[src/hdl/kslp_pkg.sv]
// Package for the keypad short/long press qualifier.
// Holds field widths, register indexes, reset values and the shared structs.
// No dependencies.
package kslp_pkg;

	localparam int KEY_W    = 4;
	localparam int LOW_W    = 5;
	localparam int HIGH_W   = 3;
	localparam int DEB_W    = 6;
	localparam int TPS_W    = 7;
	localparam int SEC_W    = 4;
	localparam int CFG_IDX_W = 2;
	localparam int CFG_DATA_W = 7;

	// Register indexes on the configuration port
	localparam logic [CFG_IDX_W-1:0] CFG_IDX_DEBOUNCE = 2'd0;
	localparam logic [CFG_IDX_W-1:0] CFG_IDX_TPS      = 2'd1;
	localparam logic [CFG_IDX_W-1:0] CFG_IDX_LONG     = 2'd2;

	localparam logic [DEB_W-1:0] DEB_RESET = 6'd5;
	localparam logic [TPS_W-1:0] TPS_RESET = 7'd100;
	localparam logic [SEC_W-1:0] SEC_RESET = 4'd3;

	// Key codes
	localparam logic [KEY_W-1:0] KEY_NONE  = 4'd0;
	localparam logic [KEY_W-1:0] KEY_POWER = 4'd1;
	localparam logic [KEY_W-1:0] KEY_2     = 4'd2;
	localparam logic [KEY_W-1:0] KEY_3     = 4'd3;
	localparam logic [KEY_W-1:0] KEY_4     = 4'd4;
	localparam logic [KEY_W-1:0] KEY_5     = 4'd5;
	localparam logic [KEY_W-1:0] KEY_6     = 4'd6;
	localparam logic [KEY_W-1:0] KEY_7     = 4'd7;
	localparam logic [KEY_W-1:0] KEY_8     = 4'd8;

	// Active-low pin patterns
	localparam logic [LOW_W-1:0]  PAT_K1 = 5'h0f;
	localparam logic [LOW_W-1:0]  PAT_K2 = 5'h17;
	localparam logic [LOW_W-1:0]  PAT_K3 = 5'h1b;
	localparam logic [LOW_W-1:0]  PAT_K4 = 5'h1d;
	localparam logic [LOW_W-1:0]  PAT_K5 = 5'h1e;
	localparam logic [HIGH_W-1:0] PAT_K6 = 3'h3;
	localparam logic [HIGH_W-1:0] PAT_K7 = 3'h5;
	localparam logic [HIGH_W-1:0] PAT_K8 = 3'h6;

	typedef struct packed {
		logic [DEB_W-1:0] debounce_ticks;
		logic [TPS_W-1:0] ticks_per_second;
		logic [SEC_W-1:0] long_seconds;
	} cfg_t;

	typedef struct packed {
		logic [KEY_W-1:0] key_code;
		logic             short_press;
		logic             long_press;
		logic             wake_display;
		logic             display_blanked;
	} res_t;

endpackage

[src/hdl/kslp_in_if.sv]
// Input channel of the keypad qualifier: valid/ready plus one scan beat.
// Depends on kslp_pkg.
interface kslp_in_if;
	import kslp_pkg::*;
	logic              valid;
	logic              ready;
	logic              tick_due;
	logic [LOW_W-1:0]  port_low_pins;
	logic [HIGH_W-1:0] port_high_pins;

	modport source(output valid, tick_due, port_low_pins, port_high_pins, input ready);
	modport sink(input valid, tick_due, port_low_pins, port_high_pins, output ready);
endinterface

[src/hdl/kslp_out_if.sv]
// Output channel of the keypad qualifier: valid/ready plus one event beat.
// Depends on kslp_pkg.
interface kslp_out_if;
	import kslp_pkg::*;
	logic             valid;
	logic             ready;
	logic [KEY_W-1:0] key_code;
	logic             short_press;
	logic             long_press;
	logic             wake_display;
	logic             display_blanked;

	modport source(output valid, key_code, short_press, long_press, wake_display,
		display_blanked, input ready);
	modport sink(input valid, key_code, short_press, long_press, wake_display,
		display_blanked, output ready);
endinterface

[src/hdl/kslp_decode.sv]
// Key decoder: maps the active-low pin patterns to key codes 1..8, 0 otherwise.
// Depends on kslp_pkg.
module kslp_decode (
	input  logic [kslp_pkg::LOW_W-1:0]  port_low_pins,
	input  logic [kslp_pkg::HIGH_W-1:0] port_high_pins,
	output logic [kslp_pkg::KEY_W-1:0]  key
);
	import kslp_pkg::*;

	always_comb begin
		key = KEY_NONE;
		unique case (port_low_pins)
			PAT_K1: key = KEY_POWER;
			PAT_K2: key = KEY_2;
			PAT_K3: key = KEY_3;
			PAT_K4: key = KEY_4;
			PAT_K5: key = KEY_5;
			default: begin
				// low port takes priority; fall back to the high port
				unique case (port_high_pins)
					PAT_K6: key = KEY_6;
					PAT_K7: key = KEY_7;
					PAT_K8: key = KEY_8;
					default: key = KEY_NONE;
				endcase
			end
		endcase
	end
endmodule

[src/hdl/kslp_cfg_regs.sv]
// Configuration register file of the keypad qualifier (write only).
// Depends on kslp_pkg.
module kslp_cfg_regs (
	input  logic                            clk,
	input  logic                            arst_n,
	input  logic                            cfg_we,
	input  logic [kslp_pkg::CFG_IDX_W-1:0]  cfg_index,
	input  logic [kslp_pkg::CFG_DATA_W-1:0] cfg_wdata,
	output kslp_pkg::cfg_t                  cfg
);
	import kslp_pkg::*;

	cfg_t cfg_q;

	always_ff @(posedge clk or negedge arst_n) begin
		if (!arst_n) begin
			cfg_q.debounce_ticks   <= DEB_RESET;
			cfg_q.ticks_per_second <= TPS_RESET;
			cfg_q.long_seconds     <= SEC_RESET;
		end else if (cfg_we) begin
			unique case (cfg_index)
				CFG_IDX_DEBOUNCE: cfg_q.debounce_ticks   <= cfg_wdata[DEB_W-1:0];
				CFG_IDX_TPS:      cfg_q.ticks_per_second <= cfg_wdata[TPS_W-1:0];
				CFG_IDX_LONG:     cfg_q.long_seconds     <= cfg_wdata[SEC_W-1:0];
				default: ;  // unused index: drop the write
			endcase
		end
	end

	assign cfg = cfg_q;
endmodule

[src/hdl/kslp_core.sv]
// Press qualifier state and next-state logic: debounce, short/long press, blanking.
// Depends on kslp_pkg.
module kslp_core (
	input  logic                        clk,
	input  logic                        arst_n,
	input  logic                        advance,
	input  logic                        tick_due,
	input  logic [kslp_pkg::KEY_W-1:0]  key,
	input  kslp_pkg::cfg_t              cfg,
	output kslp_pkg::res_t              res
);
	import kslp_pkg::*;

	logic [KEY_W-1:0] last_key_q,  last_key_d;
	logic             active_q,    active_d;
	logic [TPS_W-1:0] tick_q,      tick_d;
	logic [SEC_W-1:0] sec_q,       sec_d;
	logic             long_rep_q,  long_rep_d;
	logic             blanked_q,   blanked_d;
	logic             woke_q,      woke_d;
	logic [TPS_W-1:0] deb_ext;

	assign deb_ext = {1'b0, cfg.debounce_ticks};

	always_comb begin
		last_key_d = last_key_q;
		active_d   = active_q;
		tick_d     = tick_q;
		sec_d      = sec_q;
		long_rep_d = long_rep_q;
		blanked_d  = blanked_q;
		woke_d     = woke_q;
		res.key_code     = KEY_NONE;
		res.short_press  = 1'b0;
		res.long_press   = 1'b0;
		res.wake_display = 1'b0;

		if (tick_due) begin
			if (last_key_q != key) begin
				if (key == KEY_NONE) begin
					active_d = 1'b0;
					// power key reports on release unless swallowed
					if (last_key_q == KEY_POWER) begin
						if (long_rep_q) begin
							long_rep_d = 1'b0;
						end else if (woke_q) begin
							woke_d = 1'b0;
						end else if (tick_q >= deb_ext || sec_q != '0) begin
							res.key_code    = KEY_POWER;
							res.short_press = 1'b1;
						end
					end
				end else begin
					active_d = 1'b1;
					tick_d   = '0;
					sec_d    = '0;
				end
				last_key_d = key;
			end

			if (active_d) begin
				if (tick_d == deb_ext) begin
					if (blanked_q) begin
						blanked_d        = 1'b0;
						woke_d           = 1'b1;
						active_d         = 1'b0;
						res.key_code     = last_key_d;
						res.wake_display = 1'b1;
					end else if (last_key_d != KEY_POWER) begin
						active_d        = 1'b0;
						res.key_code    = last_key_d;
						res.short_press = 1'b1;
					end
				end else if (tick_d == cfg.ticks_per_second) begin
					sec_d = sec_d + 1'b1;
					if (sec_d == cfg.long_seconds) begin
						long_rep_d     = 1'b1;
						sec_d          = '0;
						active_d       = 1'b0;
						res.key_code   = last_key_d;
						res.long_press = 1'b1;
						if (last_key_d == KEY_POWER) blanked_d = 1'b1;
					end else begin
						tick_d = '0;
					end
				end
				tick_d = tick_d + 1'b1;
			end
		end
		res.display_blanked = blanked_d;
	end

	always_ff @(posedge clk or negedge arst_n) begin
		if (!arst_n) begin
			last_key_q <= KEY_NONE;
			active_q   <= 1'b0;
			tick_q     <= '0;
			sec_q      <= '0;
			long_rep_q <= 1'b0;
			blanked_q  <= 1'b0;
			woke_q     <= 1'b0;
		end else if (advance) begin
			last_key_q <= last_key_d;
			active_q   <= active_d;
			tick_q     <= tick_d;
			sec_q      <= sec_d;
			long_rep_q <= long_rep_d;
			blanked_q  <= blanked_d;
			woke_q     <= woke_d;
		end
	end
endmodule

[src/hdl/keypad_short_long_press_qualifier.sv]
// Keypad short/long press qualifier, top level.
// An accepted beat sits in the input register, and its event is presented on out_ch
// once the beat moves into the result register. Throughput: one beat per cycle while
// out_ch keeps taking beats, set by the state update between the two registers.
// Reset: arst_n clears all press state and the display flag, and loads the default
// configuration (debounce 5, 100 ticks per second, 3 seconds).
// Depends on kslp_pkg, kslp_in_if, kslp_out_if, kslp_decode, kslp_cfg_regs, kslp_core.
module keypad_short_long_press_qualifier (
	input  logic                            clk,
	input  logic                            arst_n,
	kslp_in_if.sink                         in_ch,
	kslp_out_if.source                      out_ch,
	input  logic                            cfg_we,
	input  logic [kslp_pkg::CFG_IDX_W-1:0]  cfg_index,
	input  logic [kslp_pkg::CFG_DATA_W-1:0] cfg_wdata
);
	import kslp_pkg::*;

	// Input register stage: one scan beat waiting for the state update
	logic              valid_s1;
	logic              tick_s1;
	logic [LOW_W-1:0]  low_s1;
	logic [HIGH_W-1:0] high_s1;

	// Result register stage
	logic valid_s2;
	res_t res_s2;

	logic             out_free;
	logic             advance;
	logic [KEY_W-1:0] key;
	cfg_t             cfg;
	res_t             res;

	// The result register frees up when empty or when its beat is taken this
	// cycle; the input register then drains into it, so a new beat can come in
	// every cycle while the sink keeps taking beats. A sink stall with both
	// registers full holds the input off for that cycle.
	assign out_free    = !valid_s2 || out_ch.ready;
	assign advance     = valid_s1 && out_free;
	assign in_ch.ready = !valid_s1 || out_free;

	kslp_cfg_regs u_cfg (
		.clk       (clk),
		.arst_n    (arst_n),
		.cfg_we    (cfg_we),
		.cfg_index (cfg_index),
		.cfg_wdata (cfg_wdata),
		.cfg       (cfg)
	);

	kslp_decode u_decode (
		.port_low_pins  (low_s1),
		.port_high_pins (high_s1),
		.key            (key)
	);

	// State commits only when the beat moves into the result register
	kslp_core u_core (
		.clk      (clk),
		.arst_n   (arst_n),
		.advance  (advance),
		.tick_due (tick_s1),
		.key      (key),
		.cfg      (cfg),
		.res      (res)
	);

	always_ff @(posedge clk or negedge arst_n) begin
		if (!arst_n) begin
			valid_s1 <= 1'b0;
		end else if (in_ch.ready) begin
			valid_s1 <= in_ch.valid;
		end
	end

	always_ff @(posedge clk) begin
		if (in_ch.valid && in_ch.ready) begin
			tick_s1 <= in_ch.tick_due;
			low_s1  <= in_ch.port_low_pins;
			high_s1 <= in_ch.port_high_pins;
		end
	end

	always_ff @(posedge clk or negedge arst_n) begin
		if (!arst_n) begin
			valid_s2 <= 1'b0;
		end else if (out_free) begin
			valid_s2 <= valid_s1;
		end
	end

	always_ff @(posedge clk) begin
		if (advance) begin
			res_s2 <= res;
		end
	end

	assign out_ch.valid           = valid_s2;
	assign out_ch.key_code        = res_s2.key_code;
	assign out_ch.short_press     = res_s2.short_press;
	assign out_ch.long_press      = res_s2.long_press;
	assign out_ch.wake_display    = res_s2.wake_display;
	assign out_ch.display_blanked = res_s2.display_blanked;

	// A wake always leaves the display unblanked
	a_wake_unblanks: assert property (@(posedge clk) disable iff (!arst_n)
		out_ch.valid && out_ch.wake_display |-> !out_ch.display_blanked)
		else $error("wake event with display still blanked");

	// A long press of the power key blanks the display
	a_power_long_blanks: assert property (@(posedge clk) disable iff (!arst_n)
		out_ch.valid && out_ch.long_press && out_ch.key_code == KEY_POWER
		|-> out_ch.display_blanked)
		else $error("power key long press did not blank the display");

	// At most one event kind per beat, and any event names a key
	a_one_event: assert property (@(posedge clk) disable iff (!arst_n)
		out_ch.valid |-> $onehot0({out_ch.short_press, out_ch.long_press,
			out_ch.wake_display}) &&
			((out_ch.short_press || out_ch.long_press || out_ch.wake_display) ==
			(out_ch.key_code != KEY_NONE)))
		else $error("malformed event beat");

	// A beat held in the input register moves on once the result register frees
	a_drain: assert property (@(posedge clk) disable iff (!arst_n)
		valid_s1 && out_free |=> valid_s2)
		else $error("input register failed to drain");
endmodule
[src/flat_wrapper.sv]
// flat-port wrapper written by rule: the top's interface ports become plain ports
module keypad_short_long_press_qualifier_flat import kslp_pkg::*;
  (clk, arst_n, cfg_we, cfg_index, cfg_wdata, in_ch_valid, in_ch_tick_due, in_ch_port_low_pins, in_ch_port_high_pins, in_ch_ready, out_ch_valid, out_ch_key_code, out_ch_short_press, out_ch_long_press, out_ch_wake_display, out_ch_display_blanked, out_ch_ready);
  kslp_in_if in_ch_i ();
  kslp_out_if out_ch_i ();
  input  logic clk;
  input  logic arst_n;
  input  logic cfg_we;
  input  logic [kslp_pkg::CFG_IDX_W-1:0] cfg_index;
  input  logic [kslp_pkg::CFG_DATA_W-1:0] cfg_wdata;
  input wire logic [$bits(in_ch_i.valid)-1:0] in_ch_valid;
  input wire logic [$bits(in_ch_i.tick_due)-1:0] in_ch_tick_due;
  input wire logic [$bits(in_ch_i.port_low_pins)-1:0] in_ch_port_low_pins;
  input wire logic [$bits(in_ch_i.port_high_pins)-1:0] in_ch_port_high_pins;
  output wire logic [$bits(in_ch_i.ready)-1:0] in_ch_ready;
  output wire logic [$bits(out_ch_i.valid)-1:0] out_ch_valid;
  output wire logic [$bits(out_ch_i.key_code)-1:0] out_ch_key_code;
  output wire logic [$bits(out_ch_i.short_press)-1:0] out_ch_short_press;
  output wire logic [$bits(out_ch_i.long_press)-1:0] out_ch_long_press;
  output wire logic [$bits(out_ch_i.wake_display)-1:0] out_ch_wake_display;
  output wire logic [$bits(out_ch_i.display_blanked)-1:0] out_ch_display_blanked;
  input wire logic [$bits(out_ch_i.ready)-1:0] out_ch_ready;
  assign in_ch_i.valid = in_ch_valid;
  assign in_ch_i.tick_due = in_ch_tick_due;
  assign in_ch_i.port_low_pins = in_ch_port_low_pins;
  assign in_ch_i.port_high_pins = in_ch_port_high_pins;
  assign in_ch_ready = in_ch_i.ready;
  assign out_ch_valid = out_ch_i.valid;
  assign out_ch_key_code = out_ch_i.key_code;
  assign out_ch_short_press = out_ch_i.short_press;
  assign out_ch_long_press = out_ch_i.long_press;
  assign out_ch_wake_display = out_ch_i.wake_display;
  assign out_ch_display_blanked = out_ch_i.display_blanked;
  assign out_ch_i.ready = out_ch_ready;
  keypad_short_long_press_qualifier u_core (.clk(clk), .arst_n(arst_n), .in_ch(in_ch_i), .out_ch(out_ch_i), .cfg_we(cfg_we), .cfg_index(cfg_index), .cfg_wdata(cfg_wdata));
endmodule
[config.mk]
export PLATFORM = sky130hd
export DESIGN_NAME = keypad_short_long_press_qualifier_flat
export DESIGN_NICKNAME = d
export VERILOG_FILES = /design/src/hdl/kslp_pkg.sv /design/src/hdl/kslp_in_if.sv /design/src/hdl/kslp_out_if.sv /design/src/hdl/kslp_decode.sv /design/src/hdl/kslp_cfg_regs.sv /design/src/hdl/kslp_core.sv /design/src/hdl/keypad_short_long_press_qualifier.sv /design/src/flat_wrapper.sv
export SDC_FILE = /design/constraint.sdc
export NUM_CORES = 1
export LEC_CHECK = 0
export ABC_AREA = 1
export BUFFER_PORTS_ARGS = -buffer_cell sky130_fd_sc_hd__buf_2
export CAP_MARGIN = 5
export CORE_ASPECT_RATIO = 1.75
export CORE_MARGIN = 8
export CORE_UTILIZATION = 48
export DETAILED_ROUTE_END_ITERATION = 8
export GPL_TIMING_DRIVEN = 0
export PLACE_DENSITY = 0.77
export SYNTH_ARGS = -nofsm -noshare
export SYNTH_HDL_FRONTEND = slang
export SYNTH_SLANG_ARGS = --single-unit
[constraint.sdc]
create_clock -name clk -period 3.25 [get_ports clk]
set_input_delay 0.1625 -clock clk [delete_from_list [all_inputs] [get_ports clk]]
set_output_delay 0.1625 -clock clk [all_outputs]
set_load 0.1 [all_outputs]
Word level (Yosys, flattened, before mapping)
Index checks and enable logic that the tools add are counted.
- bits of input ports: 23
- register bits after elaboration: 55
- ROM bits: 0
- latch bits: 0
- word-level logic and storage cells: 127
- memories: 0
- output and inout bits: 10
- bits in writable memories: 0
- $add $sub $neg: 2
- magnitude comparators: 1
- shift operators: 0
- bitwise operators: 3
- muxes and demuxes: 68
- equality and inequality tests: 17
- reductions and logical operators: 16
- divide/modulo/power cells: 0
- $mul: 0
- operators by type and width (cell ; count):
    $mux W7 ; 10
    $mux W4 ; 13
    $mux W1 ; 36
    $eq A5 B5 Y1 const B ; 4
    $pmux W4 S5 ; 1
    $mux W2 ; 6
    $pmux W4 S3 ; 1
    $eq A4 B1 Y1 const B ; 2
    $reduce_and A2 Y1 ; 4
    $add A7 B1 Y7 const B ; 1
    $eq A7 B6 Y1 ; 1
    $eq A7 B7 Y1 ; 1
    $ge A7 B6 Y1 ; 1
    $eq A3 B3 Y1 const B ; 2
    $eq A5 B4 Y1 const B ; 1
    $mux W5 ; 1
    $add A4 B1 Y4 const B ; 1
    $eq A4 B4 Y1 ; 1
    $logic_not A4 Y1 ; 1
    $ne A4 B1 Y1 const B ; 1
    $ne A4 B4 Y1 ; 1
    $reduce_bool A4 Y1 ; 1
    $reduce_or A4 Y1 ; 1
    $eq A3 B2 Y1 const B ; 1
    other kinds (8) ; 14

Longest topological paths before layout
- word-level depth: 16
- mapped depth: 32
- mapped depth without buffers: 31

Cells and area by module
A second synthesis with hierarchy kept.
- cell total of the unflattened synthesis: 446
- area total of the unflattened synthesis: 3400.8 µm²
- modules (own cells, without submodules) (module ; area an instance (µm²) ; seq. area each (µm²) ; times used ; cells each):
    kslp_core ; 1883.1 ; 475.5 ; 1 ; 307
    kslp_cfg_regs ; 734.5 ; 434.2 ; 1 ; 77
    keypad_short_long_press_qualifier ; 605.6 ; 560.5 ; 1 ; 29
    kslp_decode ; 177.7 ; 0.0 ; 1 ; 33

Worst setup path before layout
No wires, ideal clock.
- path kind: register to register
- start: register u_core.low_s1[1]
- end: register u_core.u_core.tick_q[6]
- setup time: 118 ps
- buffers on the path: 1
- arrival time: 3337 ps
- clock period less this slack: 3455 ps
- setup slack: -205 ps
- cell stages (with the launch flop): 31
- data required time: 3132 ps
- cells stage by stage: edfxtp_1 > nand2_1 > inv_2 > nor2_2 > nand2_4 > nand2_1 > nand3_2 > nand3_1 > nand2_1 > nor2_2 > nand2_2 > nand2_4 > buf_4 > inv_1 > nor2_1 > ha_1 > xnor2_1 > nand3_1 > nor2_1 > nand2_1 > nand3_4 > nand3_1 > inv_1 > ha_1 > inv_1 > nor2_1 > nand4_2 > nor2_1 > nand2_1 > nand3_1 > nand2_1
- longest elaborated chain between the ends: 15
- elaborated cells on any way between the ends: 28
- those cells by class: add/sub: 2; eq/ne: 9; mux: 16; reduce/logical: 1
- RTL lines (item ; RTL line ; source):
    start: declaration ; keypad_short_long_press_qualifier.sv:22 ; logic [LOW_W-1:0] low_s1;
    start signal: assignment ; keypad_short_long_press_qualifier.sv:80 ; low_s1 <= in_ch.port_low_pins;
    $eq A5 B5 Y1 or $eq A5 B4 Y1 (tied branches) ; kslp_decode.sv:12 ; unique case (port_low_pins)
    $pmux W4 S5 (*) ; kslp_decode.sv:12 ;
    $logic_not A4 Y1 ; kslp_core.sv:40 ; if (key == KEY_NONE) begin
    $mux W4 ; kslp_core.sv:40 ;
    $mux W4 ; kslp_core.sv:39 ; if (last_key_q != key) begin
    $mux W4 ; kslp_core.sv:38 ; if (tick_due) begin
    $add A4 B1 Y4 ; kslp_core.sv:75 ; sec_d = sec_d + 1'b1;
    $eq A4 B4 Y1 ; kslp_core.sv:76 ; if (sec_d == cfg.long_seconds) begin
    $mux W7 ; kslp_core.sv:76 ;
    $mux W7 ; kslp_core.sv:74 ; end else if (tick_d == cfg.ticks_per_second) begin
    $mux W7 ; kslp_core.sv:62 ; if (tick_d == deb_ext) begin
    $mux W7 ; kslp_core.sv:61 ; if (active_d) begin
    $mux W7 ; kslp_core.sv:38 ;
    $add A7 B1 Y7 ; kslp_core.sv:87 ; tick_d = tick_d + 1'b1;
    $mux W7 (*) ; kslp_core.sv:61 ;
    end signal: assignment ; kslp_core.sv:105 ; tick_q <= tick_d;
    end: declaration ; kslp_core.sv:16 ; logic [TPS_W-1:0] tick_q, tick_d;
Every way passes the cells marked *; elsewhere a longest branch is shown, timed or not. The select of a mux whose other input is x is not followed.
A chain may end at the register's enable or synchronous reset.

Final worst setup path
Ends and elaborated chain as after synthesis.

==> impl_metrics.env <==
export IMPL_drv_slew=0
export IMPL_finalSetupViolations=9
export IMPL_critPathMaxStageDelay_ns=0.50
export IMPL_synth_most_common_cell="nand2_1"
export IMPL_antenna_found_initial=0
export IMPL_multi_input_area_sq_um=1800
export IMPL_clock_fmax_ghz=0.279
export IMPL_vias=3240
export IMPL_syn_avg_cell_area_sq_um=7.71
export IMPL_synth_ff_type="dfrtp_1"
export IMPL_ys_warn_count=0
export IMPL_worstMarginPinSlew_ns=0.851
export IMPL_r2r_end="u_core.u_core.tick_q[6]"
export IMPL_synth_cell_types=41
export IMPL_ant_nets=0
export IMPL_synth_top_area_cell="dfrtp_1"
export IMPL_synth_compound_area_frac=0.0928
export IMPL_initial_core_util=0.490
export IMPL_ctsHoldBuffers=0
export IMPL_async_flop_share=0.691
export IMPL_cp_max_fo=5
export IMPL_final_cells=591
export IMPL_rr_startpoint="u_core.low_s1[1]"
export IMPL_gr_usage_met2=0.348
export IMPL_crit_slowest_cell="edfxtp_1"
export IMPL_cp_arrival_ns=3.77
export IMPL_die_width_um=79.0
export IMPL_clock_skew_ns=0.0112
export IMPL_fin_total_pwr_mw=3.17
export IMPL_cts_tree="yes"
export IMPL_first_pass_iters=4
export IMPL_clock_path_buffers=2
export IMPL_netlist_area_sq_um=3330
export IMPL_synth_top_family_by_area="simple AND/OR/NAND/NOR gates"
export IMPL_worst_slack_ns=-0.330
export IMPL_core_sq_um=6810
export IMPL_synthCells=432
export IMPL_htree_levels=2
export IMPL_synthAdderAreaFrac=0.0300
export IMPL_grt_pass1_wl_um=14900
export IMPL_muxShareOfSynthArea=0
export IMPL_rsz0062_at_grt="yes"
export IMPL_busiest_layer="met2"
export IMPL_synth_nets=463
export IMPL_cts_root_buf="clkbuf_16"
export IMPL_synth_common_cells="104 x nand2_1, 74 x inv_1, 52 x nand3_1"
export IMPL_cp_required_ns=3.44
export IMPL_port_buffers=32
export IMPL_cts_buffers=5
export IMPL_grt_pass1_vias=3347
export IMPL_setup_worst_path_end_class="flop"
export IMPL_ys_seq_elements=55
export IMPL_gp_congestion=0.849
export IMPL_status="finished, violations left"
export IMPL_use_met3=0.0342
export IMPL_whs_ns=-0.0380
export IMPL_viasPerCell=5.48
export IMPL_ff2ff_setup_slack_ns=-0.33
export IMPL_place_inst=548
export IMPL_fin_crit_sh=1.10
export IMPL_synth_top_cell_area_share=0.233
export IMPL_p_leak_nw=2.15
export IMPL_max_cap_viol_count=0
export IMPL_dr_first_iter_drc_count=239
export IMPL_clkTransAtPathRegs_ns=0.08
export IMPL_grt_max_degree=39
export IMPL_synth_edf_count=17
export IMPL_relSlewSlack=0.432
export IMPL_powerDensity_nw_per_um2=726
export IMPL_crit_path_start_kind="flop"
export IMPL_synth_xor_xnor_area_share=0.00263
export IMPL_fp_dieH_um=126
export IMPL_layout_area_overhead_vs_synth_pct=30.9
export IMPL_clock_sinks=55
export IMPL_min_period_ns=3.58
export IMPL_dp_hpwl_um=6020
export IMPL_insertion_delay_ns=0.30
export IMPL_totalWireLength_um=9150
export IMPL_hold_viol=31
export IMPL_seq_area_sq_um=1470
export IMPL_drc=0
export IMPL_synth_seq_area_share=0.441
export IMPL_overflow=0
export IMPL_num_rows=40
export IMPL_hp_class="input pin to asynchronous set/reset pin"
export IMPL_n_antenna_cell=0
export IMPL_drive_above_1_share=0.331
export IMPL_io_pins=33
export IMPL_fillers=558
export IMPL_violations="negative hold slack, negative setup slack"
export IMPL_gr_usage_met1=0.168
export IMPL_vdd_ir_drop_max_uv=521
export IMPL_ff2ff_path_depth=30
export IMPL_wl_per_cell_um=15.5
export IMPL_crit_type="flop to flop"
export IMPL_gr_usage_all_layers=0.186
export IMPL_die_area_sq_um=9970
export IMPL_nNetsFinal=537
export IMPL_yosys_top_cells_area="dfrtp_1 23%, edfxtp_1 15%, nand2_1 12%, inv_1 8.3%, nand3_1 7.8%"
export IMPL_yosys_area_share_simple=0.329
[worst max-delay path by stage]
stage / start / end / slack, ns / cells past startpoint
finish: u_core.low_s1[1] / u_core.u_core.tick_q[6] / -0.33 / 30
detailed placement: u_core.low_s1[1] / u_core.u_core.tick_q[6] / -0.55 / 30
CTS: u_core.low_s1[1] / u_core.u_core.tick_q[6] / -0.29 / 30
floorplan: u_core.low_s1[2] / u_core.u_core.tick_q[6] / -0.09 / 30
global route: u_core.low_s1[0] / u_core.u_core.tick_q[6] / -0.57 / 30
global placement: u_core.low_s1[2] / u_core.u_core.tick_q[6] / -0.46 / 30
[critical path: cells and delay by family (launching register included)]
family	cells	cell delay, ns
xor gates and xnor gates	1	0.11
adders and majority gates	2	0.35
buffers and inverters	5	0.32
DFF	1	0.50
and+or+nand+nor	22	2.18
[power by group]
group / internal (mW) / switching [mW] / leakage, nW
Combinational: 0.574 / 0.894 / 1.43
Sequential: 0.860 / 0.139 / 0.628
Clock: 0.442 / 0.260 / 0.0900
Total: 1.88 / 1.29 / 2.15
[state kept, by name (all words and copies together) (netlist names)]
name,count
u_core.u_core.sec_q,4
u_core.high_s1,3
u_core.u_core.blanked_q,1
u_core.u_core.tick_q,7
u_core.out_ch.wake_display,1
u_core.out_ch.display_blanked,1
u_core.valid_s1,1
u_core.u_core.active_q,1
u_core.low_s1,5
u_core.out_ch.valid,1
u_core.out_ch.short_press,1
u_core.u_core.long_rep_q,1
u_core.u_cfg.cfg,17
u_core.u_core.woke_q,1
u_core.tick_s1,1
u_core.out_ch.long_press,1
u_core.out_ch.key_code,4
u_core.u_core.last_key_q,4
[final cells by class]
cell class / count / area share
inverter: 79 / 0.0703
tap: 84 / 0.0241
multi-input combinational: 292 / 0.412
timing repair buffer: 66 / 0.0987
sequential: 55 / 0.337
clock inverter: 3 / 0.0155
clock buffer: 5 / 0.0287
buffer: 7 / 0.0141
[through the flow]
step	setup slack [ns]	TNS [ns]	utilization	cell area, sq um	hold slack (ns)
3_5_place_dp	-0.550	-1.59	0.534	3640	0.322
6_report	-0.330	-1.09	0.641	4360	-0.0380
2_1_floorplan	-0.0950	-0.0950	-	3370	-0.133
4_1_cts	-0.289	-0.683	0.608	4140	0.00476
5_1_grt	-0.573	-5.45	0.641	4360	0.0244
3_3_place_gp	-0.463	-1.25	0.534	3640	0.313
[routing by layer]
metal,vias to the layer above,wire length (um)
met3,42,387
li1,1543,-
met2,109,5230
met4,0,504
met5,-,0
met1,1546,3030
[what timing repair did]
item	4_1_cts	5_1_grt
cloned	1	0
setup buffers	23	11
gates resized for setup	30	42
pin swaps	33	27
endpoints found under the setup margin	7	21
[placed cells by master, fill, tap and decap left out, types with 4 or more instances in the layout]
master      n
nand3_2    12
nand3_1    42
nor2_1     21
nor2_4     11
o21ai_1     6
nand4_1     6
nand2_4     9
nor2_2      5
dfrtp_1    31
o21ai_2     4
edfxtp_1   17
dfstp_2     7
inv_2      10
nand2_2    15
ha_1        6
nand2_1    92
buf_2      33
buf_4      30
o21ai_0    26
a21oi_1     7
clkbuf_16   5
buf_6       4
inv_1      65
[cells by family after synthesis]
family / count (synthesis)
and+or+nand+nor: 226
buffers and inverters: 86
AOI/OAI and AO/OA: 56
DFF: 55
adders and majority gates: 8
xor gates and xnor gates: 1
No activity file was read; power rests on OpenSTA's default activity.
